## config.mk

```make
export PLATFORM = sky130hd
export DESIGN_NAME = dfpc_cmd_fifo
export DESIGN_NICKNAME = d
export VERILOG_FILES = /design/src/hw/rtl/dfpc_pkg.sv /design/src/hw/rtl/dfpc_cmd_fifo.sv
export SDC_FILE = /design/constraint.sdc
export NUM_CORES = 1
export LEC_CHECK = 0
export BUFFER_PORTS_ARGS = -buffer_cell sky130_fd_sc_hd__buf_2
export CAP_MARGIN = 20
export CORE_MARGIN = 3
export CORE_UTILIZATION = 30
export CTS_BUF_LIST = sky130_fd_sc_hd__clkbuf_4 sky130_fd_sc_hd__clkbuf_8
export CTS_CLUSTER_DIAMETER = 60
export CTS_CLUSTER_SIZE = 8
export DETAILED_ROUTE_END_ITERATION = 8
export PLACE_DENSITY = 0.46
export SLEW_MARGIN = 20
export SYNTH_ARGS = -nofsm -noshare
export SYNTH_HDL_FRONTEND = slang
export SYNTH_SLANG_ARGS = --single-unit
```

## constraint.sdc

```tcl
create_clock -name clk -period 1.9 [get_ports clk]
set_input_delay 0.285 -clock clk [delete_from_list [all_inputs] [get_ports clk]]
set_output_delay 0.285 -clock clk [all_outputs]
set_load 0.005 [all_outputs]
```

## src/hw/rtl/dfpc_pkg.sv

```systemverilog
// shared types and constants for the dag frontier path counter
package dfpc_pkg;

	localparam int INDEX_W = 13;
	localparam int VALUE_W = 14;
	localparam int PATH_W = 32;
	localparam int TOTAL_W = 11;
	localparam int VCOUNT_W = 11;
	localparam int FIFO_DEPTH = 4;

	typedef enum logic [1:0] {
		OP_ROW  = 2'd0,
		OP_EDGE = 2'd1,
		OP_RUN  = 2'd2,
		OP_READ = 2'd3
	} op_t;

	typedef struct packed {
		op_t                  op;
		logic [INDEX_W-1:0]   index;
		logic [VALUE_W-1:0]   value;
		logic                 bad;
	} cmd_t;

endpackage

```

## src/hw/rtl/dfpc_cmd_fifo.sv

```systemverilog
// short command queue between the input stage and the engine
module dfpc_cmd_fifo (
	input  logic           clk,
	input  logic           arst_n,
	input  logic           push,
	output logic           full,
	input  dfpc_pkg::cmd_t push_cmd,
	input  logic           pop,
	output logic           empty,
	output dfpc_pkg::cmd_t pop_cmd
);

	localparam int PW = $clog2(dfpc_pkg::FIFO_DEPTH);

	dfpc_pkg::cmd_t       slot_q [dfpc_pkg::FIFO_DEPTH];
	logic [PW-1:0]        wr_q;
	logic [PW-1:0]        rd_q;
	logic [PW:0]          count_q;

	assign full = (count_q == (PW+1)'(dfpc_pkg::FIFO_DEPTH));
	assign empty = (count_q == '0);
	assign pop_cmd = slot_q[rd_q];

	always_ff @(posedge clk or negedge arst_n) begin
		if (!arst_n) begin
			wr_q <= '0;
			rd_q <= '0;
			count_q <= '0;
		end else begin
			if (push && !full) begin
				wr_q <= wr_q + 1'b1;
			end
			if (pop && !empty) begin
				rd_q <= rd_q + 1'b1;
			end
			if ((push && !full) && !(pop && !empty)) begin
				count_q <= count_q + 1'b1;
			end else if (!(push && !full) && (pop && !empty)) begin
				count_q <= count_q - 1'b1;
			end
		end
	end

	always_ff @(posedge clk) begin
		if (push && !full) begin
			slot_q[wr_q] <= push_cmd;
		end
	end

endmodule

```

After elaboration in Yosys (flattened, before gate mapping)
Memory sizes are Yosys's and may differ from the RTL's.
Cells that the tools add are included.

word-level totals
  register bits after elaboration = 7
  RAM bits = 120
  input port bits = 34
  output and inout port bits = 32
  memories kept = 1

operators by class
  add/subtract/negate cells = 4
  equal/unequal tests = 1
  multiplexer cells = 4
  reduce and logical (&&, ||, !) cells = 10

memories
  name    depth  width  rd ports  clocked after Yosys merged registers in  write ports  RTL line             RTL
  slot_q  4      30     1         0                                        1            dfpc_cmd_fifo.sv:15  dfpc_pkg::cmd_t slot_q [dfpc_pkg::FIFO_DEPTH];

operators with widths
  operator               number
  $mux W3                2
  $add A2 B1 Y2 const B  2
  $logic_and A1 B1 Y1    4
  $logic_not A1 Y1       4
  $add A3 B1 Y3 const B  1
  $eq A3 B3 Y1 const B   1
  $logic_not A3 Y1       1
  $sub A3 B1 Y3 const B  1
  $mux W1                2
  $reduce_bool A2 Y1     1

Logic depth before layout (Yosys ltp)
  word-level depth = 7
  depth in mapped cells = 9
  mapped depth without buffers = 8

Least setup slack after synthesis
OpenSTA, ideal clock, no wires.

  path kind = register to register
  from = reg count_q[0]
  to = reg count_q[2]
  arrival = 1.902 ns
  setup slack = -0.082 ns
  cell stages (with the launch flop) = 9
  cell sequence = dfrtp_1 -> or3_1 -> nand2_1 -> ha_1 -> inv_1 -> fa_1 -> xor2_1 -> nor2_1 -> xor2_1

between the ends
  longest elaborated chain between the ends = 6

RTL lines
  item                                                                   RTL line             RTL
  start: declaration                                                     dfpc_cmd_fifo.sv:18  logic [PW:0] count_q;
  start signal: assignment                                               dfpc_cmd_fifo.sv:37  count_q <= count_q + 1'b1;
  start signal: assignment                                               dfpc_cmd_fifo.sv:39  count_q <= count_q - 1'b1;
  parallel branches: the longest is 6 deep, another holds $sub A3 B1 Y3  -

Several ways; the timed one is not identified. The select of a mux whose other input is x is not followed.
A chain may end at the register's enable or synchronous reset.

==> qor.yml <==
synth_fp_nets: 233
final_cell_mix: "edfxtp_1, buf_2, mux4_2"
initial_core_util_pct: 31.1
ctsLongestPathBuffers: 2
nets: 332
seq_area_frac_synth_pct: 78.9
cp_data_arrival_time_ns: 1.74
max_clock_freq_mhz: 495
criticalPathCategory: "reg2out"
syn_area_sq_um: 4790
finalSetupViolCount: 30
synthCells: 193
h-tree-depth: 4
seq_power_share_pct: 43.2
slew_headroom_pct: 80.9
power.density_cell_area_nw_per_um2: 1500
end_kind: "primary output"
routedWlPerCell_um: 17.2
drtIter0Drc: 88
layout-drive-gt1-share_pct: 53.8
drv_cap: 0
synth_area_per_cell_sq_um: 24.8
cts_made_buffers: 17
final_common_cell: "edfxtp_1"
yosysUniqueCellTypes: 20
failed_checks: "setup timing"
drc: 0
crit_fanout: 17
hold_viol: 0
synth_top_area_cell: "edfxtp_1"
maxUsedRoutingLayer: "met4"
yosys-top-cells-area: "edfxtp_1, mux4_2, dfrtp_1"
maxSlewViolCount: 0
finalCritPeriodShare_pct: 106
required_ns: 1.62
hold_path.class: "in2reg"
die_area_sq_um: 17500
grt.total_usage_pct: 10.9
synth_top_area_share_pct: 75.2
vias: 2229
rsz0062_at_grt: "true"
skew_ns: 0.00958
via_per_inst: 4.32
grt-ovfl-total: 0
critPathLaunchType: "flop"
power_frac_comb_pct: 32.7
status: "finished, violations left"
diodes: 0
hpwl_um: 5590
rows: 45
grt_pass1_wl_um: 14000
fin_ws_ns: -0.122
swShare_pct: 28.9
p_leak_nw: 2.09
ios: 66
die_y_um: 132
grt_max_degree: 24
ys_warn_count: 0
fin_crit_ns: 2.02
grt_antenna_before_repair: 0
wl_um: 8870
portBuffers: 65
fin_util_pct: 38.7
stdcell_count: 516
clk_pin_slew_ns: 0.08
root_buffer: "clkbuf_8"
pre_cts_slack_ns: -0.0494
p_clk_share_pct: 24.1
reg2reg_slack_ns: 0.04
cp_slowest_stage_delay_ns: 0.54
p_int_w: 0.00635
ir_worst_vdd_mv: 0.647
dr_wl_met2_um: 4430
die_width_um: 132
path_cells: "buf_12 -> mux4_2 -> buf_2"
antenna_left: 0
first_global_vias: 2439
power.switching_w: 0.00258
worstMarginPinSlew_ns: 0.286
routabilityCongestion: 0.691
clk-insertion-delay-late_ns: 0.43
place_inst: 480
first_pass_iters: 4
ys_seq_elements: 127
cts.sinks: 127
route.met3.wl_um: 516
cp_slowest_cell: "mux4_2"
wl_met1_um: 3860
syn2layout_area_growth_pct: 24.6
cts_tree: "done"
core-area_sq_um: 15400
flip-flops by register name (all words and copies together), names as in the netlist:
signal   count
slot_q     120
count_q      3
rd_q         2
wr_q         2
worst paths after layout:
check | end | cells past startpoint | start
setup / recovery | pop_cmd[29] | 3 | rd_q[0]$_DFFE_PN0P_
hold / removal | slot_q[2][7]$_DFFE_PP_ | 1 | push_cmd[7]
setup reg to reg | count_q[2]$_DFFE_PN0P_ | 8 | count_q[2]$_DFFE_PN0P_
hold reg to reg | wr_q[1]$_DFFE_PN0P_ | 1 | wr_q[1]$_DFFE_PN0P_
max in group asynchronous | rd_q[1]$_DFFE_PN0P_ | 2 | arst_n
min in group asynchronous | count_q[2]$_DFFE_PN0P_ | 2 | arst_n
cell families after synthesis:
group | count (synthesis) | synth area share (%)
buffers and inverters | 12 | 2.35
muxes | 32 | 14.7
and+or+nand+nor | 10 | 1.31
DFF | 127 | 78.9
xor gates and xnor gates | 6 | 1.10
adders and majority gates | 6 | 1.72
synth_stat cells:
cell        n
edfxtp_1  120
mux4_2     30
dfrtp_1     7
ha_1        5
and2_1      4
inv_1       4
xnor2_1     4
buf_12      3
buf_2       3
buf_6       2
xor2_1      2
fa_1        1
mux2_2      1
mux2_4      1
nand2_1     1
nand3_1     1
nor2_1      1
nor2b_1     1
nor3b_2     1
or3_1       1
worst max-delay path: cells and delay by family (launching register included):
kind / cells / cell delay (ns)
flip-flops: 1 / 0.41
multiplexers: 1 / 0.54
buffers and inverters: 2 / 0.35
power by group through the flow:
| stage | logic (W) | registers (W) | clock network, W |
|---|---|---|---|
| floorplan | 0.00175 | 0.00390 | 0 |
| global placement | 0.00288 | 0.00391 | 0 |
| detailed placement | 0.00288 | 0.00393 | 0 |
| CTS | 0.00294 | 0.00387 | 0.00225 |
| global route | 0.00322 | 0.00391 | 0.00238 |
| finish | 0.00292 | 0.00386 | 0.00215 |
metal layers:
layer  global-route usage, %  vias up
li1                        -     1001
met2                    17.2       60
met3                    4.85        6
met5                       0        -
met4                    3.81        0
met1                    13.4     1162
stage by stage:
| stage | total power (W) | hold slack, ns | instance area (sq um) | setup TNS, ns |
|---|---|---|---|---|
| CTS | 0.00906 | 0.0341 | 5930 | -4.45 |
| finish | 0.00893 | 0.0704 | 5970 | -2.53 |
| detailed placement | 0.00681 | 0.136 | 5520 | -0.0494 |
| floorplan | 0.00565 | -0.0106 | 4810 | -0.0168 |
| global placement | 0.00678 | 0.136 | 5520 | -0.00228 |
| global route | 0.00951 | 0.0301 | 5970 | -5.69 |
layout make-up:
cell class,count,area [sq um]
Multi-Input combinational cell,54,941
Clock buffer,18,241
Tap cell,211,264
Clock inverter,14,134
Timing Repair Buffer,88,594
Fill cell,1457,9460
Inverter,4,15.0
Sequential cell,127,3780
repair_timing:
action                     CTS  global route
pin swaps                    2             5
setup endpoints to repair   32            33
resized for setup            3             6
hold buffers                 1             0
setup buffers                1             2
hold endpoints to repair     7             0
(Power assumes the default switching activity.)
