### config.mk
export PLATFORM = sky130hd
export DESIGN_NAME = dfpc_front
export DESIGN_NICKNAME = d
export VERILOG_FILES = /design/src/hw/rtl/dfpc_pkg.sv /design/src/hw/rtl/dfpc_front.sv
export SDC_FILE = /design/constraint.sdc
export NUM_CORES = 1
export LEC_CHECK = 0
export ABC_AREA = 1
export BUFFER_PORTS_ARGS = -buffer_cell sky130_fd_sc_hd__buf_4
export CORE_UTILIZATION = 44
export CTS_BUF_LIST = sky130_fd_sc_hd__clkbuf_16
export DETAILED_ROUTE_END_ITERATION = 12
export PLACE_DENSITY = 0.86
export SLEW_MARGIN = 20
export SYNTH_ARGS = -nofsm -noshare
export SYNTH_HDL_FRONTEND = slang
export SYNTH_SLANG_ARGS = --single-unit
### constraint.sdc
create_clock -name clk -period 2.5 [get_ports clk]
set_input_delay 0.125 -clock clk [delete_from_list [all_inputs] [get_ports clk]]
set_output_delay 0.125 -clock clk [all_outputs]
set_load 0.01 [all_outputs]
### src/hw/rtl/dfpc_pkg.sv
// shared types and constants for the dag frontier path counter
package dfpc_pkg;

	localparam int INDEX_W = 13;
	localparam int VALUE_W = 14;
	localparam int PATH_W = 32;
	localparam int TOTAL_W = 11;
	localparam int VCOUNT_W = 11;
	localparam int FIFO_DEPTH = 4;

	typedef enum logic [1:0] {
		OP_ROW  = 2'd0,
		OP_EDGE = 2'd1,
		OP_RUN  = 2'd2,
		OP_READ = 2'd3
	} op_t;

	typedef struct packed {
		op_t                  op;
		logic [INDEX_W-1:0]   index;
		logic [VALUE_W-1:0]   value;
		logic                 bad;
	} cmd_t;

endpackage

### src/hw/rtl/dfpc_front.sv
// input stage: accepts items, checks ranges and registers a decoded command
module dfpc_front #(
	parameter int MAX_VERTICES = 1024,
	parameter int MAX_EDGES = 8192,
	parameter int NW = 11
) (
	input  logic                          clk,
	input  logic                          arst_n,
	input  logic [NW-1:0]                 n,
	input  logic                          in_valid,
	output logic                          in_ready,
	input  dfpc_pkg::op_t                 in_op,
	input  logic [dfpc_pkg::INDEX_W-1:0]  in_index,
	input  logic [dfpc_pkg::VALUE_W-1:0]  in_value,
	output logic                          cmd_valid,
	input  logic                          cmd_ready,
	output dfpc_pkg::cmd_t                cmd
);

	logic           valid_s1;
	dfpc_pkg::cmd_t cmd_s1;
	logic           bad;

	always_comb begin
		case (in_op)
			dfpc_pkg::OP_ROW:  bad = (32'(in_index) > MAX_VERTICES) ||
				(32'(in_value) > MAX_EDGES);
			dfpc_pkg::OP_EDGE: bad = (32'(in_index) >= MAX_EDGES) ||
				(32'(in_value) >= MAX_VERTICES);
			dfpc_pkg::OP_READ: bad = (32'(in_index) >= 32'(n));
			default:           bad = 1'b0;
		endcase
	end

	assign in_ready = !valid_s1 || cmd_ready;
	assign cmd_valid = valid_s1;
	assign cmd = cmd_s1;

	always_ff @(posedge clk or negedge arst_n) begin
		if (!arst_n) begin
			valid_s1 <= 1'b0;
		end else if (in_ready) begin
			valid_s1 <= in_valid;
		end
	end

	always_ff @(posedge clk) begin
		if (in_ready && in_valid) begin
			cmd_s1.op <= in_op;
			cmd_s1.index <= in_index;
			cmd_s1.value <= in_value;
			cmd_s1.bad <= bad;
		end
	end

endmodule

# Word-level counts from Yosys, hierarchy flattened
# Cells that the tools add are included.
# op_classes
addsub,0
mul,0
div,0
n_lt_le_gt_ge,4
eq_ne,2
shifts,0
n_mux,1
bitwise,0
n_reduce_logical,5
# ops
cell,count
$ge 14x11->1 const B,1
$gt 14x14->1 const B,1
$ge 13x11->1,1
$gt 13x11->1 const B,1
$pmux 1 s3,1
$eq 2x1->1 const B,1
$eq 2x2->1 const B,1
$logic_not 2->1,1
$logic_or 1x1->1,2
$logic_and 1x1->1,1
$logic_not 1->1,1
# word_totals
register_bits,31
latch_bits,0
mem_bits_rw,0
romBits,0
input_bits,44
out_inout_bits,32
word_cells,17
memories,0

# Longest topological paths before layout
# depth
depth_word,3
mapped_depth,10
ltp_nobuf,10

# Worst setup path before layout
# Ideal clock, no wire load.
# synth_path
path_kind,register -> register
startpoint,register valid_s1 (netlist: cmd_valid)
endpoint,"register cmd_s1, in the netlist cmd[0], enable pin"
setup_ns,0.427
t_arrival_ns,1.943
required_time_ns,2.073
path_slack_ns,0.130
path_stages_with_launch,2
path_buffers,0
period_less_slack_ns,2.370
path_cell_list,dfrtp_1 > a21oi_1
# synth_via
elab_chain_cells,3
# synth_rtl
item,line,text
from (decl),dfpc_front.sv:20,logic valid_s1;
from (signal assigned),dfpc_front.sv:43,valid_s1 <= in_valid;
$logic_not 1->1,dfpc_front.sv:35,assign in_ready = !valid_s1 || cmd_ready;
$logic_or 1x1->1,dfpc_front.sv:35,
$logic_and 1x1->1,dfpc_front.sv:48,if (in_ready && in_valid) begin
to (decl),dfpc_front.sv:21,dfpc_pkg::cmd_t cmd_s1;
# No other way between the ends.
# A chain may end at the register's enable or synchronous reset.

# Worst setup path after layout
# layout_path
startpoint,register valid_s1 (netlist: cmd_valid)
endpoint,"register cmd_s1, in the netlist cmd[29], enable pin"
# The elaborated chain is that of the path after synthesis.

==> impl_metrics.prom <==
# TYPE chip_impl_metric gauge
chip_impl_metric{name="area.growth.synth_to_final",unit="%"} 55.5
chip_impl_metric{name="fraction_of_synthesis_flops_using_an_asynchronous_set_or_reset_pin",unit="%"} 3.23
chip_impl_metric{name="synth_area_per_cell",unit="sq um"} 11.2
chip_impl_metric{name="synth_mux_area_share",unit="%"} 0
chip_impl_metric{name="hold_viol_final",unit=""} 0
chip_impl_info{name="endpoint_kind",value="flip-flop"} 1
chip_impl_metric{name="grt_max_degree",unit=""} 17
chip_impl_info{name="regToRegEndpoint",value="cmd[29]"} 1
chip_impl_metric{name="syn_inst",unit=""} 126
chip_impl_info{name="post-synth-top-area-cell",value="edfxtp_1"} 1
chip_impl_metric{name="ys_seq_elements",unit=""} 31
chip_impl_metric{name="final-setup-viol-count",unit=""} 0
chip_impl_metric{name="crit_path_max_fanout",unit=""} 16
chip_impl_metric{name="synth_xor_xnor_area_share",unit="%"} 0
chip_impl_metric{name="drt_wl_total",unit="um"} 3630
chip_impl_metric{name="grt_first_pass_wirelength",unit="um"} 5460
chip_impl_metric{name="final.period_utilization",unit="%"} 47.3
chip_impl_metric{name="layout-drive-gt1-share",unit="%"} 39.6
chip_impl_info{name="slowest_stage",value="dfrtp_1"} 1
chip_impl_metric{name="dp.final_hpwl",unit="um"} 2690
chip_impl_metric{name="synth-adder-area-share",unit="%"} 9.75
chip_impl_metric{name="vias_in_the_first_global_route",unit=""} 1184
chip_impl_metric{name="ctsLongestPathBuffers",unit=""} 2
chip_impl_metric{name="pin_count",unit=""} 76
chip_impl_metric{name="worstSkewPairLatency",unit="ns"} 0.28
chip_impl_metric{name="drt_iter0_markers",unit=""} 60
chip_impl_metric{name="synth_area",unit="sq um"} 1410
chip_impl_info{name="hold_start",value="in_value[4]"} 1
chip_impl_info{name="synth.most_common_cell",value="edfxtp_1"} 1
chip_impl_info{name="result_of_the_run",value="finished clean"} 1
chip_impl_info{name="hold_path_end",value="cmd[5]"} 1
chip_impl_metric{name="drt-pass1-iter-count",unit=""} 4
chip_impl_metric{name="ant_nets",unit=""} 0
chip_impl_metric{name="grt_overflow",unit=""} 0
chip_impl_info{name="worst_hold_path_type",value="in -> reg"} 1
chip_impl_info{name="worstSetupStartpointType",value="flip-flop"} 1
chip_impl_metric{name="period_needed",unit="ns"} 1.18
chip_impl_metric{name="fraction_of_the_mapped_netlist_area_in_compound_gates",unit="%"} 2.66
chip_impl_metric{name="power.ir.vdd_worst",unit="mV"} 0.271
chip_impl_metric{name="setup_total_negative_slack",unit="ns"} 0
chip_impl_metric{name="power.density",unit="nW/um^2"} 628
chip_impl_info{name="synth_flop_cell",value="edfxtp_1"} 1
chip_impl_metric{name="worst-endpoint-required",unit="ns"} 2.46
chip_impl_metric{name="maxCapViolCount",unit=""} 0
chip_impl_info{name="worstPathCellList",value="a21oi_2 > buf_4"} 1
chip_impl_metric{name="cts-buffers-inserted",unit=""} 5
chip_impl_metric{name="yosys_warnings",unit=""} 0
chip_impl_info{name="netlist_top_cells_area",value="edfxtp_1 64%, ha_1 9.8%, nand2_1 6.6%"} 1
chip_impl_metric{name="crit_arrival",unit="ns"} 1.14
chip_impl_info{name="clockRootBuffer",value="clkbuf_16"} 1
chip_impl_metric{name="synth_cell_types",unit=""} 13
chip_impl_metric{name="synth_sequential_area_ratio",unit="%"} 65.6
chip_impl_metric{name="synth-simple-area-share",unit="%"} 15.9
chip_impl_info{name="leading_post_synthesis_cells_by_instance_count",value="30 x edfxtp_1, 25 x nand2_1, 23 x inv_1, 17 x nor2_1, 11 x ha_1"} 1
chip_impl_metric{name="n_antenna_cell",unit=""} 0
chip_impl_metric{name="reg2reg_setup_slack",unit="ns"} 1.32
chip_impl_metric{name="cts-htree-levels",unit=""} 2
chip_impl_metric{name="die_x",unit="um"} 58.6
chip_impl_metric{name="cts_repair_resize_count",unit=""} 0
chip_impl_metric{name="synth-edff-count",unit=""} 30
chip_impl_metric{name="cp_slowest_stage_delay",unit="ns"} 0.42
chip_impl_metric{name="timing.final.max_slew_violations",unit=""} 0
chip_impl_metric{name="place_ws",unit="ns"} 1.15
chip_impl_metric{name="max_clock_freq",unit="MHz"} 845
chip_impl_metric{name="grtUsageTotal",unit="%"} 22.8
chip_impl_metric{name="chipHeight",unit="um"} 58.6
chip_impl_metric{name="num_vias",unit=""} 1232
chip_impl_metric{name="routabilityCongestion",unit=""} 0.800
chip_impl_metric{name="placedCellCount",unit=""} 247
chip_impl_metric{name="detail_route.wl_per_cell",unit="um"} 14.2
chip_impl_metric{name="timing.final.ws_setup",unit="ns"} 1.32
chip_impl_metric{name="postSynthNetCount",unit=""} 181
chip_impl_metric{name="fin_skew",unit="ns"} 0.00816
chip_impl_info{name="main_combinational_cell_family_by_area_after_synthesis",value="simple AND/OR/NAND/NOR gates"} 1
chip_impl_metric{name="numClockSinks",unit=""} 31
chip_impl_metric{name="synth.top_cell.area_share",unit="%"} 63.8
chip_impl_info{name="tritoncts",value="yes"} 1
chip_impl_metric{name="clkTransAtPathRegs",unit="ns"} 0.05
chip_impl_metric{name="worstMarginPinSlew",unit="ns"} 0.218
chip_impl_info{name="critPathKind",value="reg -> reg"} 1
chip_impl_metric{name="finalNonFillerCells",unit=""} 256
chip_impl_metric{name="floorplan.initialDensity",unit="%"} 46.2
chip_impl_metric{name="maxSlewHeadroom",unit="%"} 85.5
chip_impl_metric{name="placement.io_buffers",unit=""} 75
chip_impl_info{name="reg2reg_from",value="cmd_valid"} 1
chip_impl_metric{name="routed_via_density",unit=""} 4.81
chip_impl_metric{name="dieArea",unit="sq um"} 3440
chip_impl_metric{name="drt_drc_violations_left",unit=""} 0
chip_impl_metric{name="worstHoldPathCells",unit=""} 1
chip_impl_metric{name="reg2reg_depth",unit=""} 2
chip_impl_metric{name="grt_antenna_before_repair",unit=""} 0
chip_impl_metric{name="finish.net_count",unit=""} 266
chip_impl_metric{name="std_cell_rows",unit=""} 20
chip_impl_metric{name="floorplan.core_area",unit="sq um"} 3050
chip_impl_metric{name="leakage",unit="nW"} 1.05
chip_impl_info{name="rsz_0062_raised_after_global_routing",value="false"} 1
==> worst max-delay path: cells and delay by family (launching register included) <==
family,cells,cell delay (ns)
DFF,1,0.42
AOI/OAI and AO/OA,1,0.18
buffers and inverters,1,0.27
==> cells by family after synthesis <==
logic type / Yosys count
and+or+nand+nor: 54
DFF: 31
buffers and inverters: 23
adders and majority gates: 11
AOI/OAI and AO/OA: 7
==> power breakdown <==
part / total [mW] / switching, mW / internal (mW)
clock: 0.559 / 0.202 / 0.357
sequential: 0.617 / 0.0102 / 0.606
combinational: 0.202 / 0.0963 / 0.106
total: 1.38 / 0.309 / 1.07
==> cell usage in the layout, fill, tap and decap left out <==
master and n:
dfrtp_1 1, a21oi_1 4, nor2_2 1, nand2_1 25, nand3_1 7, ha_1 11
nor2_1 17, dlygate4sd3_1 1, clkinv_1 2, edfxtp_1 30, nand4_1 3, or2_0 1
a21oi_2 1, o211ai_1 1, o21ai_0 1, clkbuf_16 5, buf_4 77, inv_1 24
==> worst max-delay path by stage <==
stage                          to  slack (ns)  cells past startpoint  startpoint
after CTS                 cmd[12]        1.31                      2   cmd_valid
after floorplan            cmd[0]        0.13                      1   cmd_valid
after global placement     cmd[0]        1.17                     11        n[8]
final                     cmd[29]        1.32                      2   cmd_valid
after detailed placement   cmd[0]        1.15                     11        n[8]
after global routing       cmd[0]        1.27                      9       n[10]
==> what timing repair did <==
item	4_1_cts	5_1_grt
hold buffers	1	0
setup buffers	0	0
endpoints found under the hold margin	1	0
==> layout make-up <==
cell class / instances / area (sq um)
multi-input combinational: 72 / 403
inverter: 23 / 86.3
clock inverter: 3 / 11.3
clock buffer: 5 / 125
timing repair buffer: 78 / 588
sequential: 31 / 926
tap: 44 / 55.1
fill: 209 / 858
==> registers in the layout, summed over array words and instances (netlist names) <==
register / flops
cmd: 30
cmd_valid: 1
==> per-stage QoR <==
step	hold slack (ns)	util [%]	total power, mW	instance area [sq um]
finish	0.0287	71.9	1.38	2190
global route	0.0244	71.9	1.42	2190
CTS	0.0250	71.9	1.38	2190
detailed placement	-0.0910	67.1	0.824	2050
global placement	-0.0998	67.1	0.816	2050
floorplan	-0.171	-	0.700	1410
==> metal layers <==
layer  vias to the layer above  track usage, %  routed length [um]
met1                       570            25.7                1320
met5                         -               0                   0
met2                        62            41.4                1920
met4                         0            12.2                  82
li1                        591               -                   -
met3                         9            3.30                 302
(Power assumes the default switching activity.)
